--- src/sv/lkvt_pkg.sv ---
// ============================================================================
// lkvt_pkg
// Shared constants and controller/datapath interface types for the linear
// key/value table.
// ============================================================================
package lkvt_pkg;

    localparam int ENTRIES_DEF = 16;

    localparam int OP_W     = 2;
    localparam int KEY_W    = 64;
    localparam int VAL_W    = 64;
    localparam int STATUS_W = 2;
    localparam int USED_W   = 5;

    localparam logic [OP_W-1:0] OP_SET    = 2'd0;
    localparam logic [OP_W-1:0] OP_GET    = 2'd1;
    localparam logic [OP_W-1:0] OP_REMOVE = 2'd2;

    localparam logic [STATUS_W-1:0] ST_DONE   = 2'd0;
    localparam logic [STATUS_W-1:0] ST_ABSENT = 2'd1;
    localparam logic [STATUS_W-1:0] ST_FULL   = 2'd2;

    typedef struct packed {
        logic                load;
        logic                scan;
        logic                rd_last;
        logic                wr_slot_val;
        logic                wr_append;
        logic                wr_move;
        logic                cnt_inc;
        logic                cnt_dec;
        logic                st_load;
        logic [STATUS_W-1:0] st_code;
        logic                out_load;
    } t_cmd;

    typedef struct packed {
        logic            cnt_zero;
        logic            full;
        logic            match;
        logic            cmp_last;
        logic            hit;
        logic            slot_last;
        logic            out_free;
        logic [OP_W-1:0] op;
    } t_sts;

endpackage

--- src/sv/lkvt_ram.sv ---
// ============================================================================
// lkvt_ram
// Generic single-write, single-read RAM with registered read data.
// ============================================================================
module lkvt_ram #(
    parameter int  WIDTH = 64,
    parameter int  DEPTH = 16,
    localparam int AW    = (DEPTH > 1) ? $clog2(DEPTH) : 1
) (
    input  logic             i_clk,
    input  logic             i_we,
    input  logic [AW-1:0]    i_waddr,
    input  logic [WIDTH-1:0] i_wdata,
    input  logic [AW-1:0]    i_raddr,
    output logic [WIDTH-1:0] o_rdata
);

    logic [WIDTH-1:0] r_mem [DEPTH];
    logic [WIDTH-1:0] r_rdata;

    always_ff @(posedge i_clk) begin
        if (i_we) begin
            r_mem[i_waddr] <= i_wdata;
        end
        r_rdata <= r_mem[i_raddr];
    end

    assign o_rdata = r_rdata;

endmodule

--- src/sv/lkvt_ctrl.sv ---
// ============================================================================
// lkvt_ctrl
// Request sequencer: accept, scan, decide, optional entry move, result.
// ============================================================================
module lkvt_ctrl
    import lkvt_pkg::*;
(
    input  logic i_clk,
    input  logic i_rst_n,
    input  logic i_valid,
    output logic o_ready,
    input  t_sts i_sts,
    output t_cmd o_cmd
);

    localparam logic [2:0] S_IDLE   = 3'd0;
    localparam logic [2:0] S_SCAN   = 3'd1;
    localparam logic [2:0] S_DECIDE = 3'd2;
    localparam logic [2:0] S_MOVE   = 3'd3;
    localparam logic [2:0] S_DONE   = 3'd4;

    logic [2:0] r_state;
    logic [2:0] n_state;
    t_cmd       w_cmd;

    always_ff @(posedge i_clk) begin
        if (!i_rst_n) begin
            r_state <= S_IDLE;
        end else begin
            r_state <= n_state;
        end
    end

    always_comb begin
        n_state = r_state;
        w_cmd   = '0;
        case (r_state)
            S_IDLE: begin
                if (i_valid) begin
                    w_cmd.load = 1'b1;
                    n_state    = i_sts.cnt_zero ? S_DECIDE : S_SCAN;
                end
            end
            S_SCAN: begin
                w_cmd.scan = 1'b1;
                if (i_sts.match || i_sts.cmp_last) begin
                    n_state = S_DECIDE;
                end
            end
            S_DECIDE: begin
                w_cmd.st_load = 1'b1;
                w_cmd.st_code = ST_DONE;
                n_state       = S_DONE;
                case (i_sts.op)
                    OP_SET: begin
                        if (i_sts.hit) begin
                            w_cmd.wr_slot_val = 1'b1;
                        end else if (!i_sts.full) begin
                            w_cmd.wr_append = 1'b1;
                            w_cmd.cnt_inc   = 1'b1;
                        end else begin
                            w_cmd.st_code = ST_FULL;
                        end
                    end
                    OP_GET: begin
                        if (!i_sts.hit) begin
                            w_cmd.st_code = ST_ABSENT;
                        end
                    end
                    OP_REMOVE: begin
                        if (!i_sts.hit) begin
                            w_cmd.st_code = ST_ABSENT;
                        end else if (i_sts.slot_last) begin
                            w_cmd.cnt_dec = 1'b1;
                        end else begin
                            w_cmd.rd_last = 1'b1;
                            n_state       = S_MOVE;
                        end
                    end
                    default: begin
                        w_cmd.st_code = ST_DONE;
                    end
                endcase
            end
            S_MOVE: begin
                w_cmd.wr_move = 1'b1;
                w_cmd.cnt_dec = 1'b1;
                n_state       = S_DONE;
            end
            S_DONE: begin
                if (i_sts.out_free) begin
                    w_cmd.out_load = 1'b1;
                    n_state        = S_IDLE;
                end
            end
            default: begin
                n_state = S_IDLE;
            end
        endcase
    end

    assign o_ready = (r_state == S_IDLE);
    assign o_cmd   = w_cmd;

endmodule

--- src/sv/lkvt_dpath.sv ---
// ============================================================================
// lkvt_dpath
// Request registers, entry count, key/value RAMs, scan compare and result
// register.
// ============================================================================
module lkvt_dpath
    import lkvt_pkg::*;
#(
    parameter int ENTRIES = ENTRIES_DEF
) (
    input  logic                i_clk,
    input  logic                i_rst_n,
    input  t_cmd                i_cmd,
    output t_sts                o_sts,
    input  logic [OP_W-1:0]     i_op,
    input  logic [KEY_W-1:0]    i_key,
    input  logic [VAL_W-1:0]    i_value,
    output logic                o_valid,
    input  logic                i_ready,
    output logic [STATUS_W-1:0] o_status,
    output logic [VAL_W-1:0]    o_read_value,
    output logic [USED_W-1:0]   o_entries_used
);

    localparam int AW = (ENTRIES > 1) ? $clog2(ENTRIES) : 1;
    localparam int CW = $clog2(ENTRIES + 1);

    logic [OP_W-1:0]     r_op;
    logic [KEY_W-1:0]    r_key;
    logic [VAL_W-1:0]    r_value;
    logic [CW-1:0]       r_count;
    logic [CW-1:0]       r_addr;
    logic                r_cmp_vld;
    logic [AW-1:0]       r_cmp_idx;
    logic                r_hit;
    logic [AW-1:0]       r_slot;
    logic [VAL_W-1:0]    r_rd_val;
    logic [STATUS_W-1:0] r_status;
    logic                r_out_valid;
    logic [STATUS_W-1:0] r_out_status;
    logic [VAL_W-1:0]    r_out_value;
    logic [USED_W-1:0]   r_out_used;

    logic [CW-1:0]        w_last;
    logic                 w_issue;
    logic                 w_match;
    logic [AW-1:0]        w_rd_addr;
    logic [KEY_W-1:0]     w_key_rdata;
    logic [VAL_W-1:0]     w_val_rdata;
    logic                 w_key_we;
    logic                 w_val_we;
    logic [AW-1:0]        w_wr_addr;
    logic [KEY_W-1:0]     w_key_wdata;
    logic [VAL_W-1:0]     w_val_wdata;
    logic [CW+USED_W-1:0] w_cnt_ext;

    assign w_last    = r_count - CW'(1);
    assign w_issue   = (r_addr < r_count);
    assign w_match   = r_cmp_vld && (w_key_rdata == r_key);
    assign w_rd_addr = i_cmd.rd_last ? w_last[AW-1:0] : r_addr[AW-1:0];

    assign w_key_we    = i_cmd.wr_append | i_cmd.wr_move;
    assign w_val_we    = i_cmd.wr_append | i_cmd.wr_move | i_cmd.wr_slot_val;
    assign w_wr_addr   = i_cmd.wr_append ? r_count[AW-1:0] : r_slot;
    assign w_key_wdata = i_cmd.wr_move ? w_key_rdata : r_key;
    assign w_val_wdata = i_cmd.wr_move ? w_val_rdata : r_value;

    lkvt_ram #(
        .WIDTH (KEY_W),
        .DEPTH (ENTRIES)
    ) u_key_ram (
        .i_clk   (i_clk),
        .i_we    (w_key_we),
        .i_waddr (w_wr_addr),
        .i_wdata (w_key_wdata),
        .i_raddr (w_rd_addr),
        .o_rdata (w_key_rdata)
    );

    lkvt_ram #(
        .WIDTH (VAL_W),
        .DEPTH (ENTRIES)
    ) u_val_ram (
        .i_clk   (i_clk),
        .i_we    (w_val_we),
        .i_waddr (w_wr_addr),
        .i_wdata (w_val_wdata),
        .i_raddr (w_rd_addr),
        .o_rdata (w_val_rdata)
    );

    // request and scan payload
    always_ff @(posedge i_clk) begin
        if (i_cmd.load) begin
            r_op    <= i_op;
            r_key   <= i_key;
            r_value <= i_value;
            r_addr  <= '0;
        end else if (i_cmd.scan) begin
            r_addr    <= r_addr + CW'(w_issue);
            r_cmp_idx <= r_addr[AW-1:0];
            if (w_match) begin
                r_slot   <= r_cmp_idx;
                r_rd_val <= w_val_rdata;
            end
        end
        if (i_cmd.st_load) begin
            r_status <= i_cmd.st_code;
        end
        if (i_cmd.out_load) begin
            r_out_status <= r_status;
            r_out_value  <= ((r_op == OP_GET) && r_hit) ? r_rd_val : '0;
            r_out_used   <= w_cnt_ext[USED_W-1:0];
        end
    end

    // control state
    always_ff @(posedge i_clk) begin
        if (!i_rst_n) begin
            r_count     <= '0;
            r_cmp_vld   <= 1'b0;
            r_hit       <= 1'b0;
            r_out_valid <= 1'b0;
        end else begin
            if (i_cmd.load) begin
                r_cmp_vld <= 1'b0;
                r_hit     <= 1'b0;
            end else if (i_cmd.scan) begin
                r_cmp_vld <= w_issue;
                if (w_match) begin
                    r_hit <= 1'b1;
                end
            end
            if (i_cmd.cnt_inc) begin
                r_count <= r_count + CW'(1);
            end else if (i_cmd.cnt_dec) begin
                r_count <= w_last;
            end
            if (i_cmd.out_load) begin
                r_out_valid <= 1'b1;
            end else if (i_ready) begin
                r_out_valid <= 1'b0;
            end
        end
    end

    assign w_cnt_ext = (CW + USED_W)'(r_count);

    assign o_sts.cnt_zero  = (r_count == '0);
    assign o_sts.full      = (r_count == CW'(ENTRIES));
    assign o_sts.match     = w_match;
    assign o_sts.cmp_last  = r_cmp_vld && (CW'(r_cmp_idx) == w_last);
    assign o_sts.hit       = r_hit;
    assign o_sts.slot_last = (CW'(r_slot) == w_last);
    assign o_sts.out_free  = !r_out_valid || i_ready;
    assign o_sts.op        = r_op;

    assign o_valid        = r_out_valid;
    assign o_status       = r_out_status;
    assign o_read_value   = r_out_value;
    assign o_entries_used = r_out_used;

endmodule

--- src/sv/linear_key_value_table_top.sv ---
// ============================================================================
// linear_key_value_table_top
// Unordered key/value table with linear search and swap-and-pop remove.
// A request scans the used entries in order; a hit ends the key RAM scan early,
//   and a remove that moves the last entry into the hole adds a move step.
// One request at a time: a new request is accepted only after its result is
//   loaded into the result register; the scan does one key RAM read per cycle.
// Reset clears the entry count and the result valid flag; RAM contents are
//   left undefined and are never used beyond the count.
// ============================================================================
module linear_key_value_table_top
    import lkvt_pkg::*;
#(
    parameter int ENTRIES = ENTRIES_DEF
) (
    input  logic                i_clk,
    input  logic                i_rst_n,
    input  logic                i_valid,
    output logic                o_ready,
    input  logic [OP_W-1:0]     i_op,
    input  logic signed [KEY_W-1:0] i_key,
    input  logic [VAL_W-1:0]    i_value,
    output logic                o_valid,
    input  logic                i_ready,
    output logic [STATUS_W-1:0] o_status,
    output logic [VAL_W-1:0]    o_read_value,
    output logic [USED_W-1:0]   o_entries_used
);

    t_cmd w_cmd;
    t_sts w_sts;

    lkvt_ctrl u_ctrl (
        .i_clk   (i_clk),
        .i_rst_n (i_rst_n),
        .i_valid (i_valid),
        .o_ready (o_ready),
        .i_sts   (w_sts),
        .o_cmd   (w_cmd)
    );

    lkvt_dpath #(
        .ENTRIES (ENTRIES)
    ) u_dpath (
        .i_clk          (i_clk),
        .i_rst_n        (i_rst_n),
        .i_cmd          (w_cmd),
        .o_sts          (w_sts),
        .i_op           (i_op),
        .i_key          (i_key),
        .i_value        (i_value),
        .o_valid        (o_valid),
        .i_ready        (i_ready),
        .o_status       (o_status),
        .o_read_value   (o_read_value),
        .o_entries_used (o_entries_used)
    );

endmodule
--- config.mk ---
export PLATFORM = sky130hd
export DESIGN_NAME = linear_key_value_table_top
export DESIGN_NICKNAME = d
export VERILOG_FILES = /design/src/sv/lkvt_pkg.sv /design/src/sv/lkvt_ram.sv /design/src/sv/lkvt_ctrl.sv /design/src/sv/lkvt_dpath.sv /design/src/sv/linear_key_value_table_top.sv
export SDC_FILE = /design/constraint.sdc
export NUM_CORES = 2
export LEC_CHECK = 0
export BUFFER_PORTS_ARGS = -buffer_cell sky130_fd_sc_hd__buf_2
export CAP_MARGIN = 10
export CORE_ASPECT_RATIO = 0.9
export CORE_MARGIN = 1
export CORE_UTILIZATION = 55
export CTS_CLUSTER_DIAMETER = 200
export DETAILED_ROUTE_END_ITERATION = 6
export PLACE_DENSITY = 0.73
export SYNTH_ARGS = -nofsm -noshare
export SYNTH_HDL_FRONTEND = slang
export SYNTH_SLANG_ARGS = --single-unit
--- constraint.sdc ---
create_clock -name i_clk -period 6.63 [get_ports i_clk]
set_clock_uncertainty 0.05 [all_clocks]
set_input_delay 0.3315 -clock i_clk [delete_from_list [all_inputs] [get_ports i_clk]]
set_output_delay 0.3315 -clock i_clk [all_outputs]
set_load 0.05 [all_outputs]
==> results.cfg <==
[outcome]
status = finished with violations
violations = design-rule violations

[setup_path]
cp-start-kind = flop
critical_path_class = reg -> reg
critPathMaxFanout = 54
crit_buf_inv = 3
crit_path_end_kind = flop
cp_top_family = simple AND/OR/NAND/NOR gates
worstReg2RegStart = u_dpath.r_count[0]$_SDFFE_PN0P_
cp_slowest_stage_delay_ns = 0.88
cp_cell_sequence = inv_1 -> ha_1 -> nor3b_2 -> xnor2_1 -> a311o_1 -> and2_4 -> buf_12 -> buf_4 -> mux2i_1 -> o221ai_1 -> a31oi_1 -> nor3_1
reg2reg_depth = 12
cp.arrival_ns = 5.79
rr_endpoint = u_dpath.u_key_ram.o_rdata[34]$_DFF_P_
reg2reg_slack_ns = 1.52
slowest_stage = and2_4
cp_data_required_time_ns = 7.31

[placement]
routabilityCongestion = 0.859
place_inst = 8692
io_buffer_count = 206
place_area_um2 = 98800
post-dp-hpwl_mm = 134
dp_worst_setup_slack_ns = 1.62

[synthesis]
synth_area_per_cell_um2 = 14.7
synth_top_area_frac = 0.737
synthArstFlopShare = 0
yosys_warnings = 0
yosysSeqAreaShare = 0.768
synth_area_leader_cell = edfxtp_1
ys_ff_latch = 2467
syn_nets = 6585
syn_inst = 6438
synth-main-ff-cell = edfxtp_1
synth-edff-count = 2323
synth_area_um2 = 94600
synth.distinct_cells = 76
ys_top_cells_by_area = edfxtp_1, nand2_1, nand3_1

[clock_tree]
root_buffer = clkbuf_16
clock_path_buffers = 3
clkTransAtPathRegs_ns = 0.06
cts.sinks = 2467
clkLatencyLatePin_ns = 0.87
htreeDepth = 4
cts_tree = yes
cts_resized = 0
cts_setup_buffers = 0
cts_buffers = 227

[detailed_routing]
drt_iter0_drc = 7982
drc = 1
vias_per_cell = 6.23
wirelength_mm = 252
postRouteAntennaNets = 0
post_drt_wl_per_cell_um = 27.2
first_pass_iters = 7
vias = 57700

[global_routing]
grt_pass1_vias = 55600
grt_pass1_wl_mm = 365
track_usage = 0.286
grt_antenna_before_repair = 9
grt_max_degree = 127
grt_overflow_total = 0

[timing]
hold_viol = 0
fin_crit_sh = 0.771
slew_viol_final = 0
layout_setup_ws_ns = 1.52
hold_ws_ns = 0.118
setup_viol = 0
relSlewSlack = 0.130
max_clock_freq_mhz = 196
rsz0062_at_grt = no
fin_crit_ns = 5.11
finalSetupTns_ns = 0
worst_pin_slew_ns = 1.30

[finish]
fin_util = 0.631
fin_nets = 6939
n_fill_cell = 11900
final_cell_area_um2 = 108000
fin_cells = 9260
register_area_um2 = 72600
drive_gt1_frac = 0.138
area_growth_pct = 14.1
multi_input_area_um2 = 20300

[floorplanning]
row_count = 144
die_h_um = 395
start_util = 0.553
num_io_pins = 207
die_width_um = 439
core-area_um2 = 171000
dieArea_um2 = 174000

[pwr]
irDropWorstVdd_mv = 0.269
power.density_nw_per_um2 = 360
power_leakage_nw = 38.2
p_total_mw = 38.8

[min_path]
worst_hold_startpoint = i_key[57]
min_path_type = in -> reg
hold_path_end = u_dpath.r_key[57]$_DFFE_PP_
holdPathStages = 2

[run]
cap_violations = 0
## state kept, by name (all words and copies together), names as in the netlist, 5 cells and up
signal,cells
u_dpath.u_key_ram.r_mem,1024
u_dpath.o_entries_used,5
u_dpath.u_val_ram.o_rdata,64
u_dpath.r_value,64
u_dpath.r_count,5
u_dpath.u_val_ram.r_mem,1024
u_dpath.o_read_value,64
u_dpath.r_addr,5
u_dpath.r_key,64
u_dpath.r_rd_val,64
u_dpath.u_key_ram.o_rdata,64
## synth_stat cells (7+ instances only)
cell type / count
a31oi_1: 99
and3_1: 74
nand2b_1: 10
o211ai_1: 16
inv_1: 27
edfxtp_1: 2323
nand4_1: 32
a211oi_1: 9
o21ai_0: 22
a31o_2: 16
nor3b_1: 7
nand3_1: 594
a311o_1: 7
nor2b_1: 11
mux2_2: 133
buf_2: 142
buf_4: 36
and2_1: 12
xnor2_1: 21
xor2_1: 42
nor3_1: 46
nor2_1: 96
clkbuf_1: 148
a21oi_1: 255
a221oi_1: 32
o21a_1: 11
ha_1: 13
o221ai_1: 43
o2111ai_1: 8
mux2i_1: 271
buf_6: 23
dfxtp_1: 144
nor4_1: 58
a32oi_1: 10
buf_1: 32
nand2_1: 1421
o22ai_1: 108
## final cells by class
cell class,instances,share of cell area
flip-flops and latches,2467,0.673
multi-input cells,3561,0.188
clock buffers,309,0.0591
repair buffers,508,0.0395
well taps,2263,0.0262
clock inverters,121,0.0130
inverters,27,0.000939
diodes,4,0.0000927
## per-layer routing
layer,routed length (um),vias up,part of all wire,GRT usage
met1,97500,28700,0.39,0.398
met4,9040,10,0.036,0.104
met5,73,-,0.00029,0
met3,26100,533,0.10,0.0499
li1,-,24900,-,-
met2,119000,3551,0.47,0.454
## how the worst max path moves through the flow
stage	slack [ns]	cells after the start	to	start
final	1.52	12	u_dpath.u_key_ram.o_rdata[34]$_DFF_P_	u_dpath.r_count[0]$_SDFFE_PN0P_
after global routing	1.28	12	u_dpath.u_key_ram.o_rdata[34]$_DFF_P_	u_dpath.r_count[0]$_SDFFE_PN0P_
after CTS	1.66	12	u_dpath.u_key_ram.o_rdata[34]$_DFF_P_	u_dpath.r_count[0]$_SDFFE_PN0P_
after detailed placement	1.62	11	u_dpath.u_val_ram.o_rdata[37]$_DFF_P_	u_dpath.r_count[0]$_SDFFE_PN0P_
after global placement	1.77	11	u_dpath.u_val_ram.o_rdata[10]$_DFF_P_	u_dpath.r_count[0]$_SDFFE_PN0P_
after floorplan	0.48	6	u_dpath.r_hit$_SDFFE_PP0P_	u_ctrl.r_state[2]$_SDFFE_PN0P_
## worst register-to-register path, cell delays in order, from the launching register on
cell and delay [ns]:
dfxtp_1 0.63, inv_1 0.19, ha_1 0.32, nor3b_2 0.19, xnor2_1 0.55, a311o_1 0.66
and2_4 0.89, buf_12 0.35, buf_4 0.39, mux2i_1 0.27, o221ai_1 0.14, a31oi_1 0.25
nor3_1 0.10
## layout by cell type (no fill, tap or decap), types with 36 or more instances in the layout
master | synthesis | routed
a31oi_1 | 99 | 99
clkbuf_1 | 148 | 45
mux2_2 | 133 | 131
nor2_4 | 1 | 36
clkinv_2 | 0 | 49
and3_1 | 74 | 74
buf_12 | 0 | 49
mux2i_1 | 271 | 268
nand3_1 | 594 | 594
xor2_1 | 42 | 42
clkbuf_16 | 0 | 229
a21oi_1 | 255 | 255
nand2_1 | 1421 | 1419
nor4_1 | 58 | 58
o22ai_1 | 108 | 108
nor2_1 | 96 | 62
edfxtp_1 | 2323 | 2323
nor3_1 | 46 | 46
dlygate4sd3_1 | 0 | 133
buf_2 | 142 | 206
buf_4 | 36 | 119
dfxtp_1 | 144 | 143
o221ai_1 | 43 | 43
## kinds of logic (layout without fill, tap and decap cells)
group                      count (synthesis)  count (layout)  share of synthesized area
DFF                                     2467            2467                      0.768
adders and majority gates                 13              13                    0.00172
muxes                                    413             413                     0.0459
xor gates and xnor gates                  65              65                    0.00632
AOI/OAI and AO/OA                        687             687                     0.0473
buffers and inverters                    410             965                     0.0216
and+or+nand+nor                         2383            2383                      0.109
other                                      0               4                          0
## report_power, final
part	total (mW)	internal, mW	switching [mW]
sequential	19.2	18.7	0.500
combinational	6.19	1.87	4.32
clock	13.5	7.73	5.76
total	38.8	28.3	10.6
## repair_timing
action | CTS | global route
endpoints found under the hold margin | 141 | 0
endpoints found under the setup margin | 0 | 0
hold buffers | 133 | 0
No activity file was read; power rests on OpenSTA's default activity.
